--- src/sv/imm_pkg.sv ---
// ----------------------------------------------------------------------------
// imm_pkg
// types, sizes and helpers shared by the int16 matrix multiply block
// ----------------------------------------------------------------------------
package imm_pkg;

  localparam int MAX_DIM = 8;
  localparam int CELLS   = MAX_DIM * MAX_DIM;
  localparam int DIM_W   = (MAX_DIM > 1) ? $clog2(MAX_DIM) : 1;
  localparam int CNT_W   = $clog2(MAX_DIM + 1);
  localparam int ADDR_W  = $clog2(CELLS);

  // input item kinds
  localparam logic [1:0] KIND_LOAD_A = 2'd0;
  localparam logic [1:0] KIND_LOAD_B = 2'd1;
  localparam logic [1:0] KIND_LOAD_C = 2'd2;
  localparam logic [1:0] KIND_START  = 2'd3;

  // result modes
  localparam logic [1:0] MODE_SET = 2'd0;
  localparam logic [1:0] MODE_ADD = 2'd1;
  localparam logic [1:0] MODE_SUB = 2'd2;
  localparam logic [1:0] MODE_NEG = 2'd3;

  // configuration register indexes
  localparam logic [2:0] REG_OUT_ROWS    = 3'd0;
  localparam logic [2:0] REG_OUT_COLS    = 3'd1;
  localparam logic [2:0] REG_INNER_LEN   = 3'd2;
  localparam logic [2:0] REG_TRANSPOSE_A = 3'd3;
  localparam logic [2:0] REG_TRANSPOSE_B = 3'd4;
  localparam logic [2:0] REG_MODE        = 3'd5;

  typedef struct packed {
    logic [1:0]         kind;
    logic [2:0]         row;
    logic [2:0]         col;
    logic signed [15:0] value;
  } in_item_t;

  typedef struct packed {
    logic [2:0]         out_row;
    logic [2:0]         out_col;
    logic signed [15:0] result;
    logic               last;
  } out_item_t;

  // tag that follows one multiply step down the pipeline
  typedef struct packed {
    logic             valid;
    logic             first;
    logic             last_k;
    logic             last_elem;
    logic [DIM_W-1:0] i;
    logic [DIM_W-1:0] j;
  } imm_tag_t;

  // write back of a finished element into store c
  typedef struct packed {
    logic              en;
    logic [ADDR_W-1:0] addr;
    logic [15:0]       data;
  } imm_wb_t;

  function automatic logic [ADDR_W-1:0] cell_addr(input logic [DIM_W-1:0] r,
                                                   input logic [DIM_W-1:0] c);
    return ADDR_W'(r) * ADDR_W'(MAX_DIM) + ADDR_W'(c);
  endfunction

  // saturate a size register to 1..MAX_DIM
  function automatic logic [CNT_W-1:0] clamp_dim(input logic [3:0] v);
    logic [CNT_W-1:0] r;
    if (v == 4'd0) r = CNT_W'(1);
    else if (int'(v) > MAX_DIM) r = CNT_W'(MAX_DIM);
    else r = CNT_W'(v);
    return r;
  endfunction

endpackage

--- src/sv/imm_seq.sv ---
// ----------------------------------------------------------------------------
// imm_seq
// walks i, j, k over the product and issues store addresses, one step a cycle
// ----------------------------------------------------------------------------
module imm_seq (
  input  logic                      clk,
  input  logic                      rst,
  input  logic                      go,
  input  logic [3:0]                out_rows,
  input  logic [3:0]                out_cols,
  input  logic [3:0]                inner_len,
  input  logic                      transpose_a,
  input  logic                      transpose_b,
  output logic                      running,
  output logic [imm_pkg::ADDR_W-1:0] a_addr,
  output logic [imm_pkg::ADDR_W-1:0] b_addr,
  output logic [imm_pkg::ADDR_W-1:0] c_addr,
  output imm_pkg::imm_tag_t         tag
);
  import imm_pkg::*;

  localparam logic ST_IDLE = 1'b0;
  localparam logic ST_RUN  = 1'b1;

  logic             state;
  logic [DIM_W-1:0] i, j, k;
  logic [CNT_W-1:0] rows, cols, inner;
  logic             last_k, last_j, last_i;

  assign last_k = (CNT_W'(k) + CNT_W'(1)) == inner;
  assign last_j = (CNT_W'(j) + CNT_W'(1)) == cols;
  assign last_i = (CNT_W'(i) + CNT_W'(1)) == rows;

  assign running = (state == ST_RUN);

  always_ff @(posedge clk) begin
    if (rst) begin
      state <= ST_IDLE;
      i     <= '0;
      j     <= '0;
      k     <= '0;
    end else begin
      case (state)
        ST_IDLE: begin
          if (go) begin
            state <= ST_RUN;
            i     <= '0;
            j     <= '0;
            k     <= '0;
          end
        end
        ST_RUN: begin
          if (!last_k) begin
            k <= k + DIM_W'(1);
          end else begin
            k <= '0;
            if (!last_j) begin
              j <= j + DIM_W'(1);
            end else begin
              j <= '0;
              if (!last_i) i <= i + DIM_W'(1);
              else state <= ST_IDLE;
            end
          end
        end
        default: state <= ST_IDLE;
      endcase
    end
  end

  // sizes are latched once per product
  always_ff @(posedge clk) begin
    if (go && state == ST_IDLE) begin
      rows  <= clamp_dim(out_rows);
      cols  <= clamp_dim(out_cols);
      inner <= clamp_dim(inner_len);
    end
  end

  assign a_addr = transpose_a ? cell_addr(k, i) : cell_addr(i, k);
  assign b_addr = transpose_b ? cell_addr(j, k) : cell_addr(k, j);
  assign c_addr = cell_addr(i, j);

  always_comb begin
    tag.valid     = running;
    tag.first     = (k == '0);
    tag.last_k    = last_k;
    tag.last_elem = last_i && last_j;
    tag.i         = i;
    tag.j         = j;
  end

endmodule

--- src/sv/imm_mac.sv ---
// ----------------------------------------------------------------------------
// imm_mac
// shared multiply-accumulate unit with the mode combine and result register
// ----------------------------------------------------------------------------
module imm_mac (
  input  logic                clk,
  input  logic                rst,
  input  imm_pkg::imm_tag_t   tag_in,
  input  logic signed [15:0]  a_val,
  input  logic signed [15:0]  b_val,
  input  logic [15:0]         c_cur,
  input  logic [1:0]          mode,
  output logic                active,
  output imm_pkg::imm_wb_t    wb,
  output logic                res_valid,
  output imm_pkg::out_item_t  res_item
);
  import imm_pkg::*;

  logic signed [31:0] prod_full;
  logic [15:0]        prod;
  logic [15:0]        cur;
  imm_tag_t           tag2;
  logic [15:0]        acc;
  logic [15:0]        acc_next;
  logic [15:0]        res;

  assign prod_full = a_val * b_val;

  // product stage
  always_ff @(posedge clk) begin
    if (rst) tag2.valid <= 1'b0;
    else     tag2.valid <= tag_in.valid;
    tag2.first     <= tag_in.first;
    tag2.last_k    <= tag_in.last_k;
    tag2.last_elem <= tag_in.last_elem;
    tag2.i         <= tag_in.i;
    tag2.j         <= tag_in.j;
    prod           <= prod_full[15:0];
    cur            <= c_cur;
  end

  assign active   = tag2.valid;
  assign acc_next = tag2.first ? prod : acc + prod;

  always_comb begin
    case (mode)
      MODE_SET: res = acc_next;
      MODE_ADD: res = cur + acc_next;
      MODE_SUB: res = cur - acc_next;
      MODE_NEG: res = 16'd0 - acc_next;
      default:  res = acc_next;
    endcase
  end

  always_ff @(posedge clk) begin
    if (tag2.valid) acc <= acc_next;
  end

  always_comb begin
    wb.en   = tag2.valid && tag2.last_k;
    wb.addr = cell_addr(tag2.i, tag2.j);
    wb.data = res;
  end

  always_ff @(posedge clk) begin
    if (rst) res_valid <= 1'b0;
    else     res_valid <= wb.en;
    res_item.out_row <= 3'(tag2.i);
    res_item.out_col <= 3'(tag2.j);
    res_item.result  <= res;
    res_item.last    <= tag2.last_elem;
  end

endmodule

--- src/sv/int16_matrix_multiply.sv ---
// ----------------------------------------------------------------------------
// int16_matrix_multiply
// 16-bit signed matrix multiply over stored a, b and c with wrap to 16 bits
// ----------------------------------------------------------------------------
// a load item (kind load a, load b or load c) is taken and busy
// stays low, so loads stream at one item per cycle. a start item holds busy
// high until its last element is written back: one multiply-accumulate unit is fed
// one a/b pair per cycle from the store read ports, and the read and multiply
// stages are registered behind the sequencer. the result register follows,
// so the final element shows in the first cycle with busy low. each new c
// element shows on res_item for exactly one cycle with res_valid high; the
// receiver cannot stall, so it must take every element as it comes. elements
// leave in row-major order, the final one with last set. configuration writes
// are taken only while busy is low. store c clears to zero at reset through
// per-entry valid bits; a and b hold no reset value.
// ----------------------------------------------------------------------------
module int16_matrix_multiply (
  input  logic                clk,
  input  logic                rst,
  input  logic                start,
  output logic                busy,
  input  imm_pkg::in_item_t   cmd,
  output logic                res_valid,
  output imm_pkg::out_item_t  res_item,
  input  logic                cfg_valid,
  output logic                cfg_ready,
  input  logic [2:0]          cfg_index,
  input  logic [3:0]          cfg_data
);
  import imm_pkg::*;

  // configuration registers
  logic [3:0] out_rows, out_cols, inner_len;
  logic       transpose_a, transpose_b;
  logic [1:0] mode;

  // stores
  logic [15:0] store_a [CELLS];
  logic [15:0] store_b [CELLS];
  logic [15:0] store_c [CELLS];
  logic [CELLS-1:0] c_valid;

  logic              accept;
  logic              go;
  logic              load_ok;
  logic [ADDR_W-1:0] load_addr;
  logic              running;
  logic              mac_active;
  logic [ADDR_W-1:0] a_addr, b_addr, c_addr;
  imm_tag_t          tag0, tag1;
  imm_wb_t           wb;

  // read stage outputs
  logic [15:0] a_q, b_q, c_q;
  logic        cv_q;

  assign busy      = running | tag1.valid | mac_active;
  assign cfg_ready = ~busy;
  assign accept    = start & ~busy;
  assign go        = accept & (cmd.kind == KIND_START);

  // loads beyond the store size are dropped
  assign load_ok   = (int'(cmd.row) < MAX_DIM) && (int'(cmd.col) < MAX_DIM);
  assign load_addr = cell_addr(DIM_W'(cmd.row), DIM_W'(cmd.col));

  always_ff @(posedge clk) begin
    if (rst) begin
      out_rows    <= 4'd8;
      out_cols    <= 4'd8;
      inner_len   <= 4'd8;
      transpose_a <= 1'b0;
      transpose_b <= 1'b0;
      mode        <= MODE_SET;
    end else if (cfg_valid && cfg_ready) begin
      case (cfg_index)
        REG_OUT_ROWS:    out_rows    <= cfg_data;
        REG_OUT_COLS:    out_cols    <= cfg_data;
        REG_INNER_LEN:   inner_len   <= cfg_data;
        REG_TRANSPOSE_A: transpose_a <= cfg_data[0];
        REG_TRANSPOSE_B: transpose_b <= cfg_data[0];
        REG_MODE:        mode        <= cfg_data[1:0];
        default: ;
      endcase
    end
  end

  imm_seq u_seq (
    .clk         (clk),
    .rst         (rst),
    .go          (go),
    .out_rows    (out_rows),
    .out_cols    (out_cols),
    .inner_len   (inner_len),
    .transpose_a (transpose_a),
    .transpose_b (transpose_b),
    .running     (running),
    .a_addr      (a_addr),
    .b_addr      (b_addr),
    .c_addr      (c_addr),
    .tag         (tag0)
  );

  // store a: written by loads, read by the sequencer
  always_ff @(posedge clk) begin
    if (accept && load_ok && cmd.kind == KIND_LOAD_A) store_a[load_addr] <= cmd.value;
    a_q <= store_a[a_addr];
  end

  // store b
  always_ff @(posedge clk) begin
    if (accept && load_ok && cmd.kind == KIND_LOAD_B) store_b[load_addr] <= cmd.value;
    b_q <= store_b[b_addr];
  end

  // store c: loads when idle, finished elements while a product runs
  always_ff @(posedge clk) begin
    if (accept && load_ok && cmd.kind == KIND_LOAD_C) store_c[load_addr] <= cmd.value;
    else if (wb.en) store_c[wb.addr] <= wb.data;
    c_q <= store_c[c_addr];
  end

  // an entry never written since reset reads as zero
  always_ff @(posedge clk) begin
    if (rst) begin
      c_valid <= '0;
    end else begin
      if (accept && load_ok && cmd.kind == KIND_LOAD_C) c_valid[load_addr] <= 1'b1;
      else if (wb.en) c_valid[wb.addr] <= 1'b1;
    end
  end

  always_ff @(posedge clk) begin
    cv_q <= c_valid[c_addr];
  end

  // tag follows the read stage
  always_ff @(posedge clk) begin
    if (rst) tag1.valid <= 1'b0;
    else     tag1.valid <= tag0.valid;
    tag1.first     <= tag0.first;
    tag1.last_k    <= tag0.last_k;
    tag1.last_elem <= tag0.last_elem;
    tag1.i         <= tag0.i;
    tag1.j         <= tag0.j;
  end

  imm_mac u_mac (
    .clk       (clk),
    .rst       (rst),
    .tag_in    (tag1),
    .a_val     (a_q),
    .b_val     (b_q),
    .c_cur     (cv_q ? c_q : 16'd0),
    .mode      (mode),
    .active    (mac_active),
    .wb        (wb),
    .res_valid (res_valid),
    .res_item  (res_item)
  );

endmodule

--- config.mk ---
export PLATFORM = sky130hd
export DESIGN_NAME = int16_matrix_multiply
export DESIGN_NICKNAME = d
export VERILOG_FILES = /design/src/sv/imm_pkg.sv /design/src/sv/imm_seq.sv /design/src/sv/imm_mac.sv /design/src/sv/int16_matrix_multiply.sv
export SDC_FILE = /design/constraint.sdc
export NUM_CORES = 2
export LEC_CHECK = 0
export BUFFER_PORTS_ARGS = -buffer_cell sky130_fd_sc_hd__buf_2
export CAP_MARGIN = 15
export CORE_ASPECT_RATIO = 0.6
export CORE_MARGIN = 4
export CORE_UTILIZATION = 35
export DETAILED_ROUTE_END_ITERATION = 8
export PLACE_DENSITY_LB_ADDON = 0.12
export SETUP_SLACK_MARGIN = 0.3
export SYNTH_ARGS = -nofsm -noshare
export SYNTH_HDL_FRONTEND = slang
export SYNTH_SLANG_ARGS = --single-unit
--- constraint.sdc ---
create_clock -name clk -period 19.5 [get_ports clk]
set_clock_uncertainty 0.1 [all_clocks]
set_input_delay 3.9 -clock clk [delete_from_list [all_inputs] [get_ports clk]]
set_output_delay 3.9 -clock clk [all_outputs]
set_load 0.02 [all_outputs]
# After elaboration in Yosys (flattened, before gate mapping)
# Memories as Yosys holds them, arrays and structs flattened. A register that Yosys moved wholly into a read port is not among the register bits.
# Cells that the tools add are included.
classes:
  shifts: 0
  addsub: 17
  mux: 42
  div_mod_pow: 0
  magnitude_cmp: 8
  bitwise: 8
  n_eq_ne: 18
  mul: 1
  n_reduce_logical: 29
ops:
  columns: ["cell", "n"]
  rows:
  - ["2-to-1 mux 64 bit", 2]
  - ["OR 64 bit", 2]
  - ["case mux 16 bit (4 select lines)", 1]
  - ["adder 6 x 3 -> 6 bit", 7]
  - ["adder 16 bit", 2]
  - ["2-to-1 mux 16 bit", 2]
  - ["< comparator 6 x 7 -> 1 bit, second input constant", 3]
  - ["2-to-1 mux 3 bit", 7]
  - ["2-to-1 mux 6 bit", 3]
  - ["case mux 3 bit (2 select lines)", 3]
  - ["2-to-1 mux 1 bit", 17]
  - ["multiplier 16 x 16 -> 16 bit", 1]
  - ["OR reduction 16 bit", 1]
  - ["subtractor 1 x 16 -> 16 bit, first input constant", 1]
  - ["subtractor 16 bit", 1]
  - ["AND reduction 2 bit", 7]
  - ["adder 3 x 1 -> 4 bit, second input constant", 3]
  - ["demux 1 bit (select 6 bit)", 2]
  - ["equality test 4 bit", 3]
  - [">= comparator 6 x 1 -> 1 bit, second input constant", 2]
  - ["> comparator 4 bit, second input constant", 3]
  - ["zero test 4 bit", 3]
  - ["2-to-1 mux 4 bit", 3]
  - ["adder 3 x 1 -> 3 bit, second input constant", 3]
  - ["other kinds (18)", 41]
word_totals:
  ff_bits: 195
  n_memories: 3
  latchBits: 0
  mem_bits_ro: 0
  output_inout_bits: 26
  ramBits: 3072
  inputBits: 35
memory_table:
  columns: ["memory", "words", "width", "rd", "rd_ports_with_merged_regs", "wr", "line", "rtl"]
  rows:
  - ["store_a", 64, 16, 1, 1, 1, "int16_matrix_multiply.sv:38", "logic [15:0] store_a [CELLS];"]
  - ["store_b", 64, 16, 1, 1, 1, "int16_matrix_multiply.sv:39", "logic [15:0] store_b [CELLS];"]
  - ["store_c", 64, 16, 1, 1, 1, "int16_matrix_multiply.sv:40", "logic [15:0] store_c [CELLS];"]

# Longest topological paths before layout
logic_depth:
  word_depth: 9
  ltp_mapped: 23
  ltp_nobuf: 22

# Modules after synthesis
# From an unflattened synthesis, not the netlist that was laid out.
hier_totals:
  hier_cells: 6891
  hier_area_um2: 132988.8
modules_own_cells:
  columns: ["module", "seq_area_each_um2", "n_inst", "cells_per_inst", "area_each_um2"]
  rows:
  - ["int16_matrix_multiply", 95031.1, 1, 5805, 123050.5]
  - ["imm_mac", 1801.7, 1, 949, 8569.5]
  - ["imm_seq", 560.5, 1, 137, 1368.8]

# Worst setup path before layout
# No wires, ideal clock.
synth_timing:
  path_kind: "input-to-reg"
  startpoint: "input port cmd[12] (netlist name)"
  endpoint: "memory store_c[0][12] (data pin)"
  n_path_buf: 0
  slack_ns: 13.033
  stages: 2
  arrival_ns: 5.779
  required_time_ns: 18.812
  setup_time_ns: 0.588
  path_cell_list: "nor2_1 a31oi_1"
synth_between:
  elab_chain_cells: 1
synth_lines:
  columns: ["item", "line", "rtl"]
  rows:
  - ["from (decl)", "int16_matrix_multiply.sv:22", "input imm_pkg::in_item_t cmd,"]
  - ["2-to-1 mux 16 bit (no line)", null, null]
  - ["to (decl)", "int16_matrix_multiply.sv:40", null]
# No other way between the ends.

# Worst setup path in the final report
layout_timing:
  startpoint: "register u_seq.j[0]"
  endpoint: "register c_q[13], read port of store_c"
layout_between:
  elab_chain_cells: 1
layout_lines:
  columns: ["item", "line", "rtl"]
  rows:
  - ["from (decl)", "imm_seq.sv:26", "logic [DIM_W-1:0] i, j, k;"]
  - ["from (signal assigned)", "imm_seq.sv:58", "j <= j + DIM_W'(1);"]
  - ["adder 6 x 3 -> 6 bit", "imm_pkg.sv:66", "return ADDR_W'(r) * ADDR_W'(MAX_DIM) + ADDR_W'(c);"]
  - ["to (decl)", "int16_matrix_multiply.sv:54", "logic [15:0] a_q, b_q, c_q;"]
# No other way between the ends.
# A chain may end at the register's enable or synchronous reset.

==> metrics <==
status=finished clean; R2R setup slack=12.97 ns; Slew @ Worst Pin=1.37 ns; Layout Utilization=40.2%; commonest non-fill, non-tap cell in the layout=edfxtp_1; first-pass GRT wire length=574000 um; Setup CP Type=flop to flop; R2R Path Start=u_seq.j[0]$_SDFFE_PP0P_; fin crit period=6.53 ns; CTS resizes=0; TritonCTS clock tree=built; Tcrit/Tclk final=33.5%; Longest Clk Path Bufs=4; Syn Inst Count=7416; synth warn=0; largest net degree at the start of global routing=125; Ports=61; Power Total=15.5 mW; hpwl dp=268000 um; Die Ht=487 um; flops & latches, synth=3315; most frequent cells in the layout=edfxtp_1, mux4_2, nand2_1; RePlAce Congestion=0.844; crit-path max FO=100; remaining global-route overflow=0; number of synthesized flops with an enable pin=3100; Place WS=12.14 ns; TNS Setup=0 ns; Critical R2R Capture=c_q[13]$_DFF_P_; Seq/Total Area, Yosys=72.8%; core area=380000 sq um; maximum clock frequency=153 MHz; Hold Path Stages=0; syn_nets=7643; H-Tree Depth=5; Total Wirelength=414000 um; final hold violations=0; Max Slew Vio Count=0; die area=393000 sq um; Residual DRC=0; total of max-cap violations=0; # fillers=34200; crit path DAT=7.25 ns; clk sink count=3315; layout cells sized above 1=22.0%; Max VDD drop=0.0996 mV; Finish-stage setup viols=0; initial antenna violation count=52; Hold Crit Start=tag1[1]$_DFF_P_; total track usage=20.8%; Worst-Skew Late Latency=0.92 ns; Hold Crit Class=flop to flop; fin cells=13000; Setup Buffers After CTS=0; Synth Flop Type=edfxtp_1; Starting Density=35.2%; vias=72300; Layout area overhead=14.0%; mean area per synthesized cell=18.0 sq um; Starting DRT DRC Count=8770; reg2reg path depth=9; width of the die=806 um; Vias/cell=5.55; leakage power=48.1 nW; Worst setup EP type=flop; clock slew at reported path FFs=0.06 ns; Synth cell types=65; worst hold endpoint=u_mac.tag2[1]$_DFF_P_; PD cells=102 nW/um^2; post-synthesis cell area=134000 sq um; startpoint types=flop; Final ANT Viol Nets=0; worst setup margin=12.97 ns; CTS Buf Count=325; unrepaired setup endpoints after global routing=no; drt pass-1 iters=5; Row Count=175; CP required=20.22 ns; final net count=7899; CTS Root Buffer Type=clkbuf_16; hold buffers post-CTS=0; Buffers on Ports=60; placed cells=12400; vias in the first global route=70400; routed length per instance=31.8 um; slew margin rel.=8.46%; Async SR Flop Fraction=0%
Yosys cell counts (11+ instances only):
library cell	number	area (sq um)
nand3_1	75	375
fa_1	82	1640
mux2_2	83	935
ha_1	110	1380
a21oi_1	375	1880
and2_1	227	1420
nand2_1	521	1960
a31oi_1	68	425
nor2_1	247	927
nor3_1	64	320
o21ai_0	114	571
inv_1	167	627
nor2b_1	34	213
a211oi_1	168	1260
dfxtp_1	215	4300
xnor2_1	60	526
o221ai_1	68	596
nand2b_1	13	81.3
buf_2	37	185
clkbuf_1	307	1150
xor2_1	25	219
mux2i_1	240	2400
a311oi_1	68	596
buf_1	85	319
o22ai_1	70	438
edfxtp_1	3100	93100
or3_1	11	68.8
mux4_2	665	15000
worst max path at each step:
stage,start,endpoint,slack [ns],cells after the start
after floorplan,cmd[12],store_c[0][12]$_DFFE_PP_,13.03,2
after global routing,u_mac.prod[0]$_DFF_P_,store_c[33][15]$_DFFE_PP_,12.61,23
after CTS,u_seq.running$_SDFF_PP0_,cfg_ready,13.01,2
after detailed placement,start,store_c[35][10]$_DFFE_PP_,12.14,8
final,u_seq.j[0]$_SDFFE_PP0P_,c_q[13]$_DFF_P_,12.97,9
after global placement,start,store_c[35][10]$_DFFE_PP_,12.08,8
sequential cells by signal (all words and copies together) (netlist names), 4 cells and up:
name	flops
u_seq.rows	4
u_seq.cols	4
store_b	1024
u_mac.prod	16
u_seq.inner	4
store_c	1024
out_rows	4
u_mac.res_item	23
b_q	16
out_cols	4
c_valid	64
store_a	1024
tag1	10
u_mac.tag2	9
a_q	16
u_mac.cur	16
u_mac.acc	16
inner_len	4
c_q	16
cells by family after synthesis:
family | count (synthesis) | synth area share (%)
AOI/OAI and AO/OA | 1006 | 4.77
adders and majority gates | 192 | 2.26
xor gates and xnor gates | 85 | 0.556
DFF | 3315 | 72.8
muxes | 988 | 13.7
and+or+nand+nor | 1233 | 4.22
buffers and inverters | 597 | 1.71
power by group:
group | internal (mW) | leakage [nW] | switching (mW)
logic | 0.496 | 13.4 | 0.845
clock network | 3.53 | 5.05 | 2.76
registers | 7.83 | 29.6 | 0.0475
critical path, stage by stage (launching register included):
cell      delay (ns)
dfxtp_4         0.79
buf_4           0.58
buf_4           0.77
buf_4           0.82
buf_12          0.66
mux2i_1         0.22
o221ai_1        0.53
o22ai_1         0.17
a21oi_1         0.97
mux4_2          0.51
metrics by stage:
stage                     hold WS [ns]  instance area (sq um)
after floorplan                  0.210                 134000
after global placement           0.210                 142000
after detailed placement         0.212                 142000
after CTS                        0.227                 152000
after global routing             0.237                 152000
final                            0.228                 153000
final cells by class:
| cell class | count | area, sq um | area share, % |
|---|---|---|---|
| diodes | 54 | 135 | 0.0886 |
| inverters | 168 | 631 | 0.413 |
| flip-flops and latches | 3315 | 97400 | 63.8 |
| repair buffers | 358 | 2940 | 1.92 |
| clock inverters | 176 | 1590 | 1.04 |
| multi-input cells | 3504 | 34800 | 22.8 |
| clock buffers | 408 | 8740 | 5.73 |
| well taps | 5044 | 6310 | 4.14 |
layer usage:
metal	up-vias	GRT usage, %	share of wire, %
met2	2970	26.1	38
met1	38700	33.0	49
met5	-	1.59	0.16
met4	10	4.28	1.9
li1	30200	-	-
met3	459	8.12	11
No activity file was read; power rests on OpenSTA's default activity.
